## config.mk

```make
export PLATFORM = sky130hd
export DESIGN_NAME = delimiter_frame_receiver_unit
export DESIGN_NICKNAME = d
export VERILOG_FILES = /design/src/rtl/dfr_pkg.sv /design/src/rtl/delimiter_frame_receiver_unit.sv /design/src/rtl/dfr_ram.sv /design/src/rtl/dfr_ctrl.sv
export SDC_FILE = /design/constraint.sdc
export NUM_CORES = 1
export LEC_CHECK = 0
export BUFFER_PORTS_ARGS = -buffer_cell sky130_fd_sc_hd__buf_2
export CAP_MARGIN = 15
export CORE_AREA = 2 2 227 229
export CTS_BUF_LIST = sky130_fd_sc_hd__clkbuf_8
export DETAILED_ROUTE_END_ITERATION = 6
export DIE_AREA = 0 0 229 231
export HOLD_SLACK_MARGIN = 0.08
export PLACE_DENSITY = 0.66
export RECOVER_POWER = 100
export SETUP_SLACK_MARGIN = 0.02
export SYNTH_ARGS = -nofsm -noshare
export SYNTH_HDL_FRONTEND = slang
export SYNTH_SLANG_ARGS = --single-unit
```

## constraint.sdc

```tcl
create_clock -name i_clk -period 3.6 [get_ports i_clk]
set_input_delay 0.18 -clock i_clk [delete_from_list [all_inputs] [get_ports i_clk]]
set_output_delay 0.18 -clock i_clk [all_outputs]
set_load 0.05 [all_outputs]
```

## src/rtl/dfr_pkg.sv

```systemverilog
`timescale 1ns / 1ps
`default_nettype none
// ----------------------------------------------------------------------------
// dfr_pkg: shared definitions for the delimiter frame receiver
// Store geometry, field widths, reset values, register indexes, states.
// ----------------------------------------------------------------------------
package dfr_pkg;

    localparam int STORE_DEPTH = 64;
    localparam int ADDR_W      = (STORE_DEPTH > 1) ? $clog2(STORE_DEPTH) : 1;
    localparam int CNT_W       = 7;
    localparam int BYTE_W      = 8;
    localparam int CFG_IDX_W   = 1;
    localparam int CFG_DATA_W  = 8;
    localparam int OUT_DATA_W  = 16;

    localparam logic [BYTE_W-1:0] RESET_DELIMITER = 8'd35;
    localparam logic [CNT_W-1:0]  RESET_CAPACITY  = 7'd64;

    // register indexes
    localparam logic [CFG_IDX_W-1:0] REG_DELIMITER = 1'b0;
    localparam logic [CFG_IDX_W-1:0] REG_CAPACITY  = 1'b1;

    // result kinds
    localparam logic KIND_PAYLOAD = 1'b0;
    localparam logic KIND_ERROR   = 1'b1;

    typedef enum logic [4:0] {
        ST_WAIT = 5'b00001,
        ST_RECV = 5'b00010,
        ST_READ = 5'b00100,
        ST_SHOW = 5'b01000,
        ST_ERR  = 5'b10000
    } t_state;

endpackage
`default_nettype wire

```

## src/rtl/delimiter_frame_receiver_unit.sv

```systemverilog
`timescale 1ns / 1ps
`default_nettype none
// ----------------------------------------------------------------------------
// delimiter_frame_receiver_unit: delimiter framed byte receiver
// Collects bytes between delimiters and replays each completed frame.
// ----------------------------------------------------------------------------
// Usage:
//  - s_axis carries one received byte per beat. Delimiters outside a frame
//    are dropped; any other byte opens a frame and is stored.
//  - A delimiter closes the frame: m_axis replays the stored bytes in order,
//    tdata holding the byte and the frame length, tlast on the final beat.
//  - A byte beyond the capacity limit discards the frame and yields one
//    error beat (tuser = 1, payload and length zero, tlast = 1).
//  - Each stored byte is written as it is accepted. Each result beat is a RAM
//    read (READ), then presented (SHOW), paced by the single registered read port.
//  - s_axis_tready is low from frame close until the last result beat is
//    taken, and while an error beat waits; m_axis stalls just hold the beat.
//  - Reset (synchronous, active low) sets delimiter '#', capacity 64 and an
//    empty store; no clearing pass is needed.
//  - The configuration port writes delimiter (index 0) or capacity (index 1);
//    write only while the block is idle.
// ----------------------------------------------------------------------------
module delimiter_frame_receiver_unit (
    input  wire logic                              i_clk,
    input  wire logic                              i_rst_n,
    input  wire logic                              i_cfg_we,
    input  wire logic [dfr_pkg::CFG_IDX_W-1:0]     i_cfg_index,
    input  wire logic [dfr_pkg::CFG_DATA_W-1:0]    i_cfg_wdata,
    input  wire logic                              s_axis_tvalid,
    output logic                                   s_axis_tready,
    input  wire logic [dfr_pkg::BYTE_W-1:0]        s_axis_tdata,   // [7:0] rx_byte
    output logic                                   m_axis_tvalid,
    input  wire logic                              m_axis_tready,
    output logic      [dfr_pkg::OUT_DATA_W-1:0]    m_axis_tdata,   // [7:0] payload,
                                                                   // [14:8] frame_length
    output logic                                   m_axis_tuser,   // [0] kind
    output logic                                   m_axis_tlast
);

    logic [dfr_pkg::BYTE_W-1:0] r_delimiter;
    logic [dfr_pkg::CNT_W-1:0]  r_capacity;

    logic                        wr_en;
    logic [dfr_pkg::ADDR_W-1:0]  wr_addr;
    logic [dfr_pkg::BYTE_W-1:0]  wr_data;
    logic                        rd_en;
    logic [dfr_pkg::ADDR_W-1:0]  rd_addr;
    logic [dfr_pkg::BYTE_W-1:0]  rd_data;
    logic [dfr_pkg::BYTE_W-1:0]  out_payload;
    logic [dfr_pkg::CNT_W-1:0]   out_length;

    always_ff @(posedge i_clk) begin
        if (!i_rst_n) begin
            r_delimiter <= dfr_pkg::RESET_DELIMITER;
            r_capacity  <= dfr_pkg::RESET_CAPACITY;
        end else if (i_cfg_we) begin
            unique case (i_cfg_index)
                dfr_pkg::REG_DELIMITER: r_delimiter <= i_cfg_wdata[dfr_pkg::BYTE_W-1:0];
                dfr_pkg::REG_CAPACITY:  r_capacity  <= i_cfg_wdata[dfr_pkg::CNT_W-1:0];
                default: ;
            endcase
        end
    end

    dfr_ctrl u_ctrl (
        .i_clk         (i_clk),
        .i_rst_n       (i_rst_n),
        .i_delimiter   (r_delimiter),
        .i_capacity    (r_capacity),
        .i_in_valid    (s_axis_tvalid),
        .o_in_ready    (s_axis_tready),
        .i_in_byte     (s_axis_tdata),
        .o_out_valid   (m_axis_tvalid),
        .i_out_ready   (m_axis_tready),
        .o_out_kind    (m_axis_tuser),
        .o_out_payload (out_payload),
        .o_out_length  (out_length),
        .o_out_last    (m_axis_tlast),
        .o_wr_en       (wr_en),
        .o_wr_addr     (wr_addr),
        .o_wr_data     (wr_data),
        .o_rd_en       (rd_en),
        .o_rd_addr     (rd_addr),
        .i_rd_data     (rd_data)
    );

    dfr_ram #(
        .WIDTH  (dfr_pkg::BYTE_W),
        .DEPTH  (dfr_pkg::STORE_DEPTH),
        .ADDR_W (dfr_pkg::ADDR_W)
    ) u_store (
        .i_clk   (i_clk),
        .i_we    (wr_en),
        .i_waddr (wr_addr),
        .i_wdata (wr_data),
        .i_re    (rd_en),
        .i_raddr (rd_addr),
        .o_rdata (rd_data)
    );

    assign m_axis_tdata = {1'b0, out_length, out_payload};

endmodule
`default_nettype wire

```

## src/rtl/dfr_ram.sv

```systemverilog
`timescale 1ns / 1ps
`default_nettype none
// ----------------------------------------------------------------------------
// dfr_ram: generic single-clock RAM
// One write port, one read port with registered read data.
// ----------------------------------------------------------------------------
module dfr_ram #(
    parameter int WIDTH  = 8,
    parameter int DEPTH  = 64,
    parameter int ADDR_W = (DEPTH > 1) ? $clog2(DEPTH) : 1
) (
    input  wire logic              i_clk,
    input  wire logic              i_we,
    input  wire logic [ADDR_W-1:0] i_waddr,
    input  wire logic [WIDTH-1:0]  i_wdata,
    input  wire logic              i_re,
    input  wire logic [ADDR_W-1:0] i_raddr,
    output logic      [WIDTH-1:0]  o_rdata
);

    logic [WIDTH-1:0] r_mem [DEPTH];
    logic [WIDTH-1:0] r_rdata;

    always_ff @(posedge i_clk) begin
        if (i_we) begin
            r_mem[i_waddr] <= i_wdata;
        end
        if (i_re) begin
            r_rdata <= r_mem[i_raddr];
        end
    end

    assign o_rdata = r_rdata;

endmodule
`default_nettype wire

```

## src/rtl/dfr_ctrl.sv

```systemverilog
`timescale 1ns / 1ps
`default_nettype none
// ----------------------------------------------------------------------------
// dfr_ctrl: frame sequencer
// Fill counter with two limit compares, replay index, frame length register.
// ----------------------------------------------------------------------------
module dfr_ctrl (
    input  wire logic                         i_clk,
    input  wire logic                         i_rst_n,
    input  wire logic [dfr_pkg::BYTE_W-1:0]   i_delimiter,
    input  wire logic [dfr_pkg::CNT_W-1:0]    i_capacity,
    input  wire logic                         i_in_valid,
    output logic                              o_in_ready,
    input  wire logic [dfr_pkg::BYTE_W-1:0]   i_in_byte,
    output logic                              o_out_valid,
    input  wire logic                         i_out_ready,
    output logic                              o_out_kind,
    output logic      [dfr_pkg::BYTE_W-1:0]   o_out_payload,
    output logic      [dfr_pkg::CNT_W-1:0]    o_out_length,
    output logic                              o_out_last,
    output logic                              o_wr_en,
    output logic      [dfr_pkg::ADDR_W-1:0]   o_wr_addr,
    output logic      [dfr_pkg::BYTE_W-1:0]   o_wr_data,
    output logic                              o_rd_en,
    output logic      [dfr_pkg::ADDR_W-1:0]   o_rd_addr,
    input  wire logic [dfr_pkg::BYTE_W-1:0]   i_rd_data
);

    dfr_pkg::t_state r_state, n_state;
    logic [dfr_pkg::CNT_W-1:0]  r_fill, n_fill;
    logic [dfr_pkg::CNT_W-1:0]  r_len, n_len;
    logic [dfr_pkg::ADDR_W-1:0] r_idx, n_idx;

    logic in_acc;
    logic is_delim;
    logic overflow;
    logic is_last;

    assign o_in_ready = (r_state == dfr_pkg::ST_WAIT) || (r_state == dfr_pkg::ST_RECV);
    assign in_acc     = i_in_valid && o_in_ready;
    assign is_delim   = (i_in_byte == i_delimiter);
    // limit in force is the smaller of capacity and store depth
    assign overflow   = (r_fill >= i_capacity) ||
                        (r_fill >= dfr_pkg::CNT_W'(dfr_pkg::STORE_DEPTH));
    assign is_last    = ((dfr_pkg::CNT_W'(r_idx) + dfr_pkg::CNT_W'(1)) == r_len);

    always_comb begin
        n_state = r_state;
        n_fill  = r_fill;
        n_len   = r_len;
        n_idx   = r_idx;
        o_wr_en = 1'b0;
        o_rd_en = 1'b0;
        unique case (r_state) inside
            dfr_pkg::ST_WAIT, dfr_pkg::ST_RECV: begin
                if (in_acc) begin
                    if (!is_delim) begin
                        if (overflow) begin
                            n_fill  = '0;
                            n_state = dfr_pkg::ST_ERR;
                        end else begin
                            o_wr_en = 1'b1;
                            n_fill  = r_fill + dfr_pkg::CNT_W'(1);
                            n_state = dfr_pkg::ST_RECV;
                        end
                    end else if (r_state == dfr_pkg::ST_RECV) begin
                        if (r_fill == '0) begin
                            n_state = dfr_pkg::ST_WAIT;
                        end else begin
                            n_len   = r_fill;
                            n_fill  = '0;
                            n_idx   = '0;
                            n_state = dfr_pkg::ST_READ;
                        end
                    end
                end
            end
            dfr_pkg::ST_READ: begin
                o_rd_en = 1'b1;
                n_state = dfr_pkg::ST_SHOW;
            end
            dfr_pkg::ST_SHOW: begin
                if (i_out_ready) begin
                    if (is_last) begin
                        n_state = dfr_pkg::ST_WAIT;
                    end else begin
                        n_idx   = r_idx + dfr_pkg::ADDR_W'(1);
                        n_state = dfr_pkg::ST_READ;
                    end
                end
            end
            dfr_pkg::ST_ERR: begin
                if (i_out_ready) begin
                    n_state = dfr_pkg::ST_WAIT;
                end
            end
            default: begin
                n_state = dfr_pkg::ST_WAIT;
            end
        endcase
    end

    always_ff @(posedge i_clk) begin
        if (!i_rst_n) begin
            r_state <= dfr_pkg::ST_WAIT;
            r_fill  <= '0;
            r_idx   <= '0;
        end else begin
            r_state <= n_state;
            r_fill  <= n_fill;
            r_idx   <= n_idx;
        end
    end

    always_ff @(posedge i_clk) begin
        r_len <= n_len;
    end

    assign o_wr_addr = r_fill[dfr_pkg::ADDR_W-1:0];
    assign o_wr_data = i_in_byte;
    assign o_rd_addr = r_idx;

    // RAM read register doubles as the payload output register
    assign o_out_valid   = (r_state == dfr_pkg::ST_SHOW) || (r_state == dfr_pkg::ST_ERR);
    assign o_out_kind    = (r_state == dfr_pkg::ST_ERR) ? dfr_pkg::KIND_ERROR
                                                        : dfr_pkg::KIND_PAYLOAD;
    assign o_out_payload = (r_state == dfr_pkg::ST_ERR) ? '0 : i_rd_data;
    assign o_out_length  = (r_state == dfr_pkg::ST_ERR) ? '0 : r_len;
    assign o_out_last    = (r_state == dfr_pkg::ST_ERR) || is_last;

endmodule
`default_nettype wire

```

**Yosys cells after proc, flatten, opt, wreduce, memory -nomap -nowiden**

Memory sizes are Yosys's and may differ from the RTL's. A register that Yosys moved wholly into a read port is not among the register bits.
Cells that the tools add are included.
W data, S select, Z words.

- Register bits after elaboration: 40
- Memories: 1
- Bits of input ports: 22
- Word-level logic and storage cells: 75
- Bits in writable memories: 512
- Output and inout port bits: 20

- Muxes and demuxes: 30
- Magnitude comparators: 2
- Reductions and logical operators: 14
- Add/sub/neg operators: 3
- Bitwise gates (word level): 2
- Eq/ne operators: 17

Memories:

| memory | depth | width | rd ports | clocked after Yosys merged registers in | wr ports | line | source |
|---|---|---|---|---|---|---|---|
| u_store.r_mem | 64 | 8 | 1 | 1 | 1 | dfr_ram.sv:21 | `logic [WIDTH-1:0] r_mem [DEPTH];` |

Operator list:

| kind | number |
|---|---|
| $mux W6 | 6 |
| $mux W7 | 5 |
| $mux W5 | 6 |
| $pmux W5 S4 | 1 |
| $ne A2 B2 Y1 const B | 6 |
| $pmux W6 S2 | 1 |
| $eq A8 B8 Y1 | 1 |
| $mux W1 | 8 |
| $mux W8 | 1 |
| $reduce_and A4 Y1 | 2 |
| $add A6 B1 Y7 const B | 1 |
| $add A7 B1 Y7 const B | 1 |
| $eq A7 B7 Y1 | 1 |
| $ge A7 B7 Y1 | 1 |
| $ge A7 B7 Y1 const B | 1 |
| $logic_not A7 Y1 | 1 |
| $reduce_and A7 Y1 | 1 |
| $add A6 B1 Y6 const B | 1 |
| $mux W3 | 2 |
| $ne A2 B1 Y1 const B | 3 |
| $eq A5 B1 Y1 const B | 1 |
| $eq A5 B2 Y1 const B | 1 |
| $eq A5 B3 Y1 const B | 1 |
| $eq A5 B4 Y1 const B | 1 |
| 9 further kinds | 14 |

**Longest topological paths before layout**

Gate-level depths: netlist (run 1).

- Depth in word-level cells: 8
- Mapped depth: 9
- Depth with buffers taken out: 8

**Cells and area by module**

A second synthesis (run 1) with hierarchy kept.

- Cells, all modules: 1,219
- Area total of the unflattened synthesis: 22,700.5 um^2

By module, submodules not included:

| module | area an instance (um^2) | seq. area each (um^2) | times used | cells each |
|---|---|---|---|---|
| dfr_ram | 20,246.9 | 15,615.0 | 1 | 940 |
| dfr_ctrl | 1,850.5 | 570.5 | 1 | 213 |
| delimiter_frame_receiver_unit | 603.1 | 300.3 | 1 | 66 |

**Least setup slack after synthesis (run 1)**

Ideal clock, no wire load.

- Path kind: register -> register
- Start: register u_ctrl.r_fill[5] in the netlist's numbering
- End: memory u_store.r_mem[11][0], enable pin
- Cell stages (with the launch flop): 9
- Path buffers: 2
- Slack: 0.401 ns
- Setup time: 0.395 ns
- Data arrival time: 2.804 ns
- Cell sequence: dfxtp_1 -> ha_1 -> a21o_1 -> a211o_1 -> a2111oi_0 -> o21ai_1 -> buf_2 -> buf_2 -> nor4_1

- Word-level cells in the longest chain between the ends: 8

RTL lines:

| item | line | source |
|---|---|---|
| from (decl) | dfr_ctrl.sv:30 | `logic [dfr_pkg::CNT_W-1:0] r_fill, n_fill;` |
| from (signal assigned) | dfr_ctrl.sv:110 | `r_fill <= n_fill;` |
| $ge A7 B7 Y1 (on tied branches) | dfr_ctrl.sv:43, dfr_ctrl.sv:44 |  |
| $logic_or A1 B1 Y1 | dfr_ctrl.sv:43 | `assign overflow = (r_fill >= i_capacity) \|\|` |
| $mux W1 | dfr_ctrl.sv:58 | `if (overflow) begin` |
| $mux W1 | dfr_ctrl.sv:57 | `if (!is_delim) begin` |
| $mux W1 | dfr_ctrl.sv:56 | `if (in_acc) begin` |
| $mux W1 | dfr_ctrl.sv:54 | `unique case (r_state) inside` |
| $mux W1 | dfr_ram.sv:25 | `if (i_we) begin` |
| $mux W1 (implied by the code) | dfr_ram.sv:26 | `r_mem[i_waddr] <= i_wdata;` |
| to (decl) | dfr_ram.sv:21 |  |

Parallel ways exist; a longest one is shown, timed or not.

**Worst setup path in the final report (run 1)**

- Start: register u_ctrl.r_idx, in the netlist u_ctrl.o_rd_addr[0]
- End: output port m_axis_tlast

- Word-level cells in the longest chain between the ends: 3

RTL lines:

| item | line | source |
|---|---|---|
| from (decl) | dfr_ctrl.sv:32 | `logic [dfr_pkg::ADDR_W-1:0] r_idx, n_idx;` |
| from (signal assigned) | dfr_ctrl.sv:111 | `r_idx <= n_idx;` |
| $add A6 B1 Y7 | dfr_ctrl.sv:45 | `assign is_last = ((dfr_pkg::CNT_W'(r_idx) + dfr_pkg::CNT_W'(1)) == r_len);` |
| $eq A7 B7 Y1 | dfr_ctrl.sv:45 |  |
| $logic_or A1 B1 Y1 | dfr_ctrl.sv:129 | `assign o_out_last = (r_state == dfr_pkg::ST_ERR) \|\| is_last;` |
| to (decl) | delimiter_frame_receiver_unit.sv:37 | `output logic m_axis_tlast` |

Every way passes these cells.

==> impl_metrics.yaml, run 1 <==
run_status:
  outcome: "finished, violations left"
  violations: "capacitance limit, slew limit"
global_routing:
  first_global_vias: 11900
  grt_overflow_total: 0
  grt_max_degree: 65
  grt_antenna_before_repair: 1
  grt_use_total: 0.208
  grt_pass1_wl_um: 79700
drt:
  drtPass1Iterations: 6
  ant_nets: 0
  wl_per_cell_um: 26.3
  vias_per_cell: 5.71
  vias: 11800
  drt_iter0_drc: 1112
  wl_um: 54400
  drc: 0
floorplanning:
  rows: 83
  core_sq_um: 50700
  fp.dieW_um: 229
  die_area_sq_um: 52900
  die_height_um: 231
  io_pins: 42
  initial_core_util: 0.442
placement:
  place_area_sq_um: 24000
  io_buffers: 40
  place.gp.congestion: 0.810
  dp_hpwl_um: 33400
clocking:
  post_cts_resized: 0
  insertion_delay_ns: 0.68
  clk_path_buf_depth: 3
  clk_pin_slew_worst_paths_ns: 0.06
  cts-root-buf: "clkbuf_8"
  cts-htree-levels: 3
  cts_tree: "done"
  cts.sinks: 560
  cts_buffers: 88
logic_synthesis:
  synth_nets: 1160
  syn_area_sq_um: 22400
  synth_area_leaders: "edfxtp_1, mux4_2, dfxtp_1"
  yosysTopAreaCellShare: 0.707
  yosysWarnings: 0
  yosys_register_bits: 560
  async_reset_ff_frac: 0
  yosysUniqueCellTypes: 64
  synth-seq-area-share: 0.737
  syn_inst: 1128
  avgSynthCellArea_sq_um: 19.8
  synth_edf_count: 527
  yosysTopAreaCell: "edfxtp_1"
  synth_ff_type: "edfxtp_1"
timing:
  relSlewSlack: -1.34
  fmax_ghz: 0.304
  skew_ns: 0.0437
  finalCritPeriodShare: 0.915
  fin_crit_ns: 3.29
  finalSetupViolCount: 0
  fin_tns_setup_ns: 0
  drv_slew: 404
  worst_slew_pin_slew_ns: 3.51
  rsz0062_at_grt: "false"
  hold_viol: 0
cells_and_area:
  fin_nets: 1352
  most-common-layout-cells: "edfxtp_1, mux4_2, clkbuf_8"
  fillerInstances: 4191
  final_cell_area_sq_um: 25600
  drive_gt1_frac: 0.262
  layout_commonest_cell: "edfxtp_1"
  syn_to_final_growth_pct: 14.2
  antenna_cells: 0
worst_setup_path:
  worstPathRequired_ns: 3.42
  cp_slowest_stage_delay_ns: 0.57
  startpoint_type: "flip-flop"
  end_kind: "output port"
  critPathArrivalTime_ns: 3.11
  path_class: "flip-flop to output port"
  ff2ff_path_depth: 9
  worstPathMaxFanout: 16
  crit_slowest_cell: "dfxtp_4"
  cp_cell_sequence: "ha_1, nor2b_1, a31oi_1, or4_4, a211oi_4, or2_2, clkbuf_2"
pwr:
  irDropWorstVdd_uv: 305
  share_comb_of_total_power: 0.038
  swShare: 0.225
  seq_power_share: 0.572
  power.share.clock: 0.389
  leakagePower_nw: 7.96
  internal_power_mw: 9.74
  p_sw_mw: 2.83
  p_per_area_nw_per_um2: 492
hold_path:
  hold_depth: 7
  hp-class: "input pin to flip-flop"
flow_run:
  maxCapViolations: 8
## layout make-up
cell class,instances,area [sq um],share of cell area
multi-input combinational,479,5510,0.216
inverter,19,71.3,0.00279
clock inverter,67,344,0.0135
timing repair buffer,172,1070,0.0417
tap,680,851,0.0333
clock buffer,89,1220,0.0479
sequential,560,16500,0.645
## stage by stage
step | power [mW] | hold WS (ns) | utilization | cells | setup slack [ns]
detailed placement | 7.80 | 0.430 | 0.474 | 1877 | 0.351
finish | 12.6 | 0.372 | 0.504 | 2066 | 0.305
CTS | 12.7 | 0.108 | 0.511 | 2062 | 0.102
global route | 13.0 | 0.363 | 0.504 | 2066 | 0.0679
global placement | 7.79 | 0.424 | 0.474 | 1877 | 0.378
floorplan | 7.53 | 0.279 | - | 1128 | 0.401
## cells by family after synthesis
group	count (synthesis)	synth area share
adder cells (fa/ha/maj)	10	0.00559
flip-flops	560	0.737
multiplexers	161	0.162
XOR/XNOR	14	0.00548
other	1	0.000168
AND/OR/NAND/NOR	218	0.0501
buffers and inverters	89	0.0166
AO/OA/AOI/OAI	75	0.0240
## synth_stat cells (all sizes together) (4+ instances only)
| cell | count |
|---|---|
| edfxtp | 527 |
| mux4 | 160 |
| nand2 | 51 |
| nor2 | 51 |
| clkbuf | 41 |
| dfxtp | 33 |
| buf | 29 |
| nor4 | 29 |
| nand3 | 27 |
| a21oi | 20 |
| inv | 19 |
| a22oi | 18 |
| and2 | 17 |
| xor2 | 11 |
| ha | 10 |
| or3 | 10 |
| nor2b | 8 |
| o21ai | 7 |
| a211oi | 5 |
| nor3 | 5 |
| and3 | 4 |
## state kept, by name, summed over array words and instances (netlist names)
| signal | flops |
|---|---|
| r_capacity | 7 |
| r_delimiter | 8 |
| u_ctrl.o_rd_addr | 6 |
| u_ctrl.r_fill | 7 |
| u_ctrl.r_len | 7 |
| u_ctrl.r_state | 5 |
| u_store.o_rdata | 8 |
| u_store.r_mem | 512 |
## critical path, delay by kind of cell (launching register included)
kind | cells | cell delay, ns
compound gates | 2 | 0.42
fa+ha+maj | 1 | 0.37
flops | 1 | 0.57
buf+inv | 1 | 0.27
simple gates | 3 | 0.84
## layer usage
| layer | global-route usage | vias up | routed length (um) |
|---|---|---|---|
| li1 | - | 5052 | - |
| met1 | 0.278 | 6127 | 21700 |
| met2 | 0.334 | 521 | 26300 |
| met3 | 0.0488 | 96 | 4680 |
| met4 | 0.0793 | 2 | 1680 |
| met5 | 0 | - | 17 |
## what timing repair did
| action | 4_1_cts | 5_1_grt |
|---|---|---|
| hold endpoints to repair | 30 | 0 |
| buffers inserted | 0 | 4 |
| endpoints found under the setup margin | 0 | 1 |
| hold buffers | 29 | 0 |
## worst paths after layout
kind                                                        from                        endpoint  slack [ns]
worst max-delay path            u_ctrl.o_rd_addr[0]$_SDFFE_PN0P_                    m_axis_tlast        0.31
worst min-delay path                             s_axis_tdata[6]  u_ctrl.r_state[0]$_SDFFE_PN1P_        0.37
worst max register to register        r_capacity[5]$_SDFFE_PN0P_  u_store.r_mem[23][1]$_DFFE_PP_        0.32
worst min register to register        r_capacity[4]$_SDFFE_PN0P_      r_capacity[4]$_SDFFE_PN0P_        0.46
## power groups by stage
stage               sequential, mW  combinational [mW]  clock, mW
floorplan                     7.32               0.211          0
finish                        7.20               0.484       4.89
CTS                           7.19               0.504       5.00
global route                  7.20               0.515       5.29
global placement              7.32               0.475          0
detailed placement            7.32               0.481          0
Note: power is estimated with default switching activity, not from simulation.
==> run 2, diff against run 1 <==
- CORE_AREA: 2 2 227 229 -> 2 2 255 257
- DIE_AREA: 0 0 229 231 -> 0 0 257 259
- PLACE_DENSITY: 0.66 -> 0.56
- SYNTH_HIERARCHICAL: default -> 1
==> run 2 against run 1 <==
Critical endpoint unchanged. The flow still finishes with violations (capacitance limit, slew limit). Utilization shrank 9.7 points. Critical path type unchanged. Worst setup slack got worse by 0.099 ns. Largest cell class unchanged. Sequential cell count unchanged. Largest power group unchanged.
==> impl_metrics.yaml, run 2 <==
pwr:
  power_mw: 13.2
  leakagePower_nw: 8.00
  seq_power_share: 0.549
  internal_power_mw: 10.2
  share_comb_of_total_power: 0.052
  p_sw_mw: 2.98
  p_per_area_nw_per_um2: 507
  swShare: 0.226
  power.share.clock: 0.399
  irDropWorstVdd_uv: 224
clocking:
  clk_pin_slew_worst_paths_ns: 0.06
  cts_buffers: 88
  insertion_delay_ns: 0.67
  cts-htree-levels: 3
  cts_tree: "done"
  cts-root-buf: "clkbuf_8"
  cts.sinks: 560
  clk_path_buf_depth: 3
global_routing:
  grt_antenna_before_repair: 0
  grt_overflow_total: 0
  first_global_vias: 12400
  grt_use_total: 0.170
  grt_pass1_wl_um: 83200
  grt_max_degree: 65
cells_and_area:
  fillerInstances: 5719
  layout_commonest_cell: "edfxtp_1"
  top_register: "u_store/r_mem"
  drive_gt1_frac: 0.238
  fin_nets: 1425
  most-common-layout-cells: "edfxtp_1, mux4_2, nor2_1"
  final_cell_area_sq_um: 26000
  syn_to_final_growth_pct: 14.5
  antenna_cells: 0
  largest_reg_flops: 512
logic_synthesis:
  yosysMostFrequentCell: "edfxtp_1"
  yosysWarnings: 6
  synth_nets: 1251
  yosysUniqueCellTypes: 65
  async_reset_ff_frac: 0
  yosysTopAreaCell: "edfxtp_1"
  synth_edf_count: 527
  yosysTopAreaCellShare: 0.697
  syn_area_sq_um: 22700
  synthTopCellsByCount: "edfxtp_1, mux4_2, nor2_1, nand2_1, dfxtp_1"
  syn_inst: 1219
  yosys_register_bits: 560
  synth_area_leaders: "edfxtp_1, mux4_2, dfxtp_1"
  synth-seq-area-share: 0.726
  avgSynthCellArea_sq_um: 18.6
  synth_ff_type: "edfxtp_1"
worst_setup_path:
  critPathArrivalTime_ns: 3.21
  worstPathMaxFanout: 22
  path_class: "flip-flop to output port"
  cp_cell_sequence: "buf_4, nand2_1, o21a_1, nor4_1, o21ai_1, nand2_1, clkbuf_2"
  crit_cells: 7
  rr_endpoint: "u_store/r_mem[33][3]$_DFFE_PP_"
  crit_slowest_cell: "dfxtp_2"
  crit_family: "flip-flops"
  ff2ff_path_depth: 10
  startpoint_type: "flip-flop"
  reg2reg_from: "r_capacity[5]$_SDFFE_PN0P_"
  crit_start: "u_ctrl/o_rd_addr[3]$_SDFFE_PN0P_"
  cp_common_cell: "nand2_1"
  worstPathRequired_ns: 3.42
  end_kind: "output port"
  worst-path-buf-inv: 2
  r2r_setup_slack_ns: 0.21
  crit_end: "m_axis_tlast"
  cp_slowest_stage_delay_ns: 0.76
timing:
  fmax_ghz: 0.295
  worst_slew_pin_slew_ns: 3.56
  drv_slew: 558
  hold_ws_ns: 0.270
  relSlewSlack: -1.37
  fin_tns_setup_ns: 0
  hold_viol: 0
  finalSetupViolCount: 0
  skew_ns: 0.0340
  rsz0062_at_grt: "false"
  fin_crit_ns: 3.39
  finalCritPeriodShare: 0.943
drt:
  wl_um: 56100
  ant_nets: 0
  wl_per_cell_um: 24.2
  vias_per_cell: 5.21
  vias: 12100
  drt_iter0_drc: 1199
  drc: 0
  drtPass1Iterations: 5
floorplanning:
  core_sq_um: 63900
  io_pins: 42
  die_area_sq_um: 66600
  fp.dieW_um: 257
  die_height_um: 259
  initial_core_util: 0.355
  rows: 93
placement:
  place.gp.congestion: 0.761
  io_buffers: 40
  dp_hpwl_um: 34500
  place_area_sq_um: 24300
run_status:
  outcome: "finished, violations left"
  violations: "capacitance limit, slew limit"
flow_run:
  maxCapViolations: 9
hold_path:
  hp-class: "input pin to flip-flop"
==> run 2: changes by cell type in the layout (fill, tap and decap cells not counted), moves of 8 or more <==
cell	change
a21oi_1	-10
o221ai_1	+8
nor2_1	+43
mux2i_1	+31
mux4_2	-34
nand4_1	+8
nand3b_1	+9
mux2_2	+12
a22oi_1	-14
xnor2_1	+11
nor4_1	-25
inv_1	-16
nor3_1	+8
nor2b_1	+8
==> run 2: metal layers <==
metal | routed length [um] | share of wire | track usage
met5 | 0 | 0 | 0
met3 | 3490 | 0.062 | 0.0332
met2 | 27400 | 0.49 | 0.277
met1 | 23900 | 0.43 | 0.227
met4 | 1320 | 0.024 | 0.0593
==> run 2: cell type report <==
cell class                      count  area [sq um]  area share
Multi-Input combinational cell    566          5670       0.218
Timing Repair Buffer              162           993      0.0382
Clock buffer                       91          1250      0.0482
Sequential cell                   560         16500       0.635
Clock inverter                     66           464      0.0179
Tap cell                          855          1070      0.0411
Inverter                           15          56.3     0.00217
==> run 2: stage by stage <==
stage,util,setup WS [ns],instances
floorplan,-,0.544,1219
global placement,0.380,0.348,2131
detailed placement,0.380,0.232,2131
CTS,0.411,0.147,2315
global route,0.407,0.0187,2315
finish,0.407,0.206,2315
==> run 2: worst register-to-register path, delay by kind of cell (launching register included) <==
kind | cells | cell delay [ns]
AND/OR/NAND/NOR | 3 | 1.08
AO/OA/AOI/OAI | 3 | 0.82
buffers and inverters | 3 | 0.52
flip-flops | 1 | 0.34
adder cells (fa/ha/maj) | 1 | 0.30
==> run 2: worst min path at each step <==
stage	start	endpoint	slack [ns]	cells after the start
after detailed placement	r_capacity[0]$_SDFFE_PN0P_	r_capacity[0]$_SDFFE_PN0P_	0.45	2
after CTS	s_axis_tdata[4]	u_ctrl/r_state[2]$_SDFFE_PN0P_	0.18	7
after floorplan	i_rst_n	r_capacity[1]$_SDFFE_PN0P_	0.32	2
final	s_axis_tdata[4]	u_ctrl/r_state[2]$_SDFFE_PN0P_	0.27	7
after global routing	s_axis_tdata[0]	u_ctrl/r_state[2]$_SDFFE_PN0P_	0.34	7
after global placement	r_capacity[1]$_SDFFE_PN0P_	r_capacity[1]$_SDFFE_PN0P_	0.45	2
==> run 2: kinds of logic (layout without fill, tap and decap cells) <==
| family | Yosys count | after routing | synth area share |
|---|---|---|---|
| other | 1 | 1 | 0.000165 |
| AO/OA/AOI/OAI | 108 | 108 | 0.0355 |
| buffers and inverters | 93 | 334 | 0.0240 |
| multiplexers | 170 | 170 | 0.145 |
| XOR/XNOR | 18 | 18 | 0.00694 |
| flip-flops | 560 | 560 | 0.726 |
| adder cells (fa/ha/maj) | 10 | 10 | 0.00551 |
| AND/OR/NAND/NOR | 259 | 259 | 0.0565 |
==> run 2: what timing repair did <==
action,4_1_cts,5_1_grt
gates resized for setup,0,1
setup buffers,0,0
hold endpoints to repair,32,0
hold buffers,27,0
setup endpoints to repair,0,8
==> run 2: power groups by stage <==
stage	logic (mW)	clock network, mW	registers (mW)
detailed placement	0.681	0	7.36
CTS	0.705	5.42	7.23
floorplan	0.407	0	7.36
global route	0.742	5.67	7.25
global placement	0.673	0	7.36
finish	0.683	5.26	7.25
==> run 3, diff against run 2 <==
- CTS_CLUSTER_DIAMETER: default -> 80
- RECOVER_POWER: 100 -> default
==> run 3 against run 2 <==
The flow now finishes without violations. Design area up 0.95%. Sequential cell count unchanged. Worst setup slack worse by 0.014 ns. Clock power about the same. Critical path type unchanged. Critical endpoint unchanged. Largest power group unchanged.
==> impl_metrics.yaml, run 3 (synthesized netlist as in run 2, its figures left out) <==
run_status:
  outcome: "completed"
worst_setup_path:
  worstPathMaxFanout: 22
  worstPathRequired_ns: 3.42
  startpoint_type: "flip-flop"
  path_class: "flip-flop to output port"
  end_kind: "output port"
  critPathArrivalTime_ns: 3.23
drt:
  vias_per_cell: 5.21
  wl_um: 56000
  ant_nets: 0
  vias: 12100
  drtPass1Iterations: 5
  wl_per_cell_um: 24.2
  drc: 0
  drt_iter0_drc: 1263
timing:
  finalSetupViolCount: 0
  fin_tns_setup_ns: 0
  fmax_ghz: 0.293
  worst_slew_pin_slew_ns: 0.960
  relSlewSlack: 0.360
  fin_crit_ns: 3.41
  rsz0062_at_grt: "false"
  drv_slew: 0
  skew_ns: 0.0359
  hold_viol: 0
  finalCritPeriodShare: 0.946
clocking:
  cts.sinks: 560
  insertion_delay_ns: 0.67
  clk_path_buf_depth: 3
  cts_tree: "done"
  clk_pin_slew_worst_paths_ns: 0.06
  cts_buffers: 88
  post-cts-setup-buffer-count: 0
  cts-root-buf: "clkbuf_8"
  cts-htree-levels: 3
placement:
  io_buffers: 40
  place_area_sq_um: 24300
  dp_hpwl_um: 34500
  place.gp.congestion: 0.761
cells_and_area:
  largest_reg_flops: 512
  most-common-layout-cells: "edfxtp_1, mux4_2, nor2_1"
  antenna_cells: 0
  fillerInstances: 5652
  syn_to_final_growth_pct: 15.6
  drive_gt1_frac: 0.276
  layout_commonest_cell: "edfxtp_1"
  top_register: "u_store/r_mem"
  final_cell_area_sq_um: 26200
  fin_nets: 1425
  post-route-util: 0.411
pwr:
  leakagePower_nw: 8.22
  p_per_area_nw_per_um2: 502
  irDropWorstVdd_uv: 221
global_routing:
  first_global_vias: 12400
  grt_pass1_wl_um: 83200
  grt_overflow_total: 0
  grt_use_total: 0.170
  grt_antenna_before_repair: 0
  grt_max_degree: 65
floorplanning:
  die_area_sq_um: 66600
  rows: 93
  core_sq_um: 63900
  die_height_um: 259
  initial_core_util: 0.355
  fp.dieW_um: 257
  io_pins: 42
flow_run:
  maxCapViolations: 0
hold_path:
  hp-class: "input pin to flip-flop"
[run 3: cell types whose count changed in the layout (fill, tap and decap cells not counted)]
cell | previous run | this run
and2_1 | 9 | 19
o21ai_0 | 11 | 7
clkbuf_1 | 54 | 0
nand4_1 | 9 | 8
buf_4 | 22 | 91
o21ai_1 | 6 | 10
and2_0 | 10 | 0
nand4_2 | 0 | 1
clkbuf_2 | 34 | 0
buf_2 | 21 | 40
[run 3: path summary, 6_finish.rpt]
check	startpoint	end	slack [ns]	depth (start not counted)
worst min-delay path	s_axis_tdata[4]	u_ctrl/r_state[2]$_SDFFE_PN0P_	0.24	7
worst max register to register	r_capacity[5]$_SDFFE_PN0P_	u_store/r_mem[24][4]$_DFFE_PP_	0.29	10
worst min register to register	r_capacity[1]$_SDFFE_PN0P_	r_capacity[1]$_SDFFE_PN0P_	0.46	2
worst max-delay path	u_ctrl/o_rd_addr[3]$_SDFFE_PN0P_	m_axis_tlast	0.19	7
[run 3: through the flow]
step	hold WS, ns	setup WS, ns	power, mW	instances
floorplan	0.319	0.544	7.76	1219
finish	0.239	0.193	13.2	2315
global placement	0.448	0.348	8.04	2131
detailed placement	0.452	0.232	8.05	2131
CTS	0.185	0.147	13.4	2315
global route	0.270	0.0227	13.7	2315
[run 3: cell type report]
type	instances	area (sq um)	share of cell area
multi-input cells	566	5670	0.216
inverters	15	56.3	0.00215
well taps	855	1070	0.0408
flip-flops and latches	560	16500	0.629
clock inverters	66	464	0.0177
repair buffers	162	1230	0.0470
clock buffers	91	1250	0.0477
[run 3: report_power, final]
part	internal, mW	leakage, nW	switching [mW]	total [mW]
clock network	2.79	0.942	2.46	5.25
registers	7.19	5.01	0.0377	7.23
logic	0.229	2.27	0.475	0.704
[run 3: layer usage]
layer	wire (um)	track usage	vias to the layer above
li1	-	-	5268
met4	1320	0.0593	0
met1	23900	0.227	6306
met5	0	0	-
met2	27200	0.277	410
met3	3540	0.0332	81
[run 3: critical path, stage by stage (launching register included)]
cell and delay [ns]:
dfxtp_2 0.77, buf_4 0.42, nand2_1 0.13, o21a_1 0.20, nor4_1 0.42, o21ai_1 0.21
nand2_1 0.12, buf_2 0.29
[run 3: what timing repair did]
item                       CTS  global route
setup endpoints to repair    0             8
resized for setup            0             1
hold endpoints to repair    32             0
hold buffers                27             0
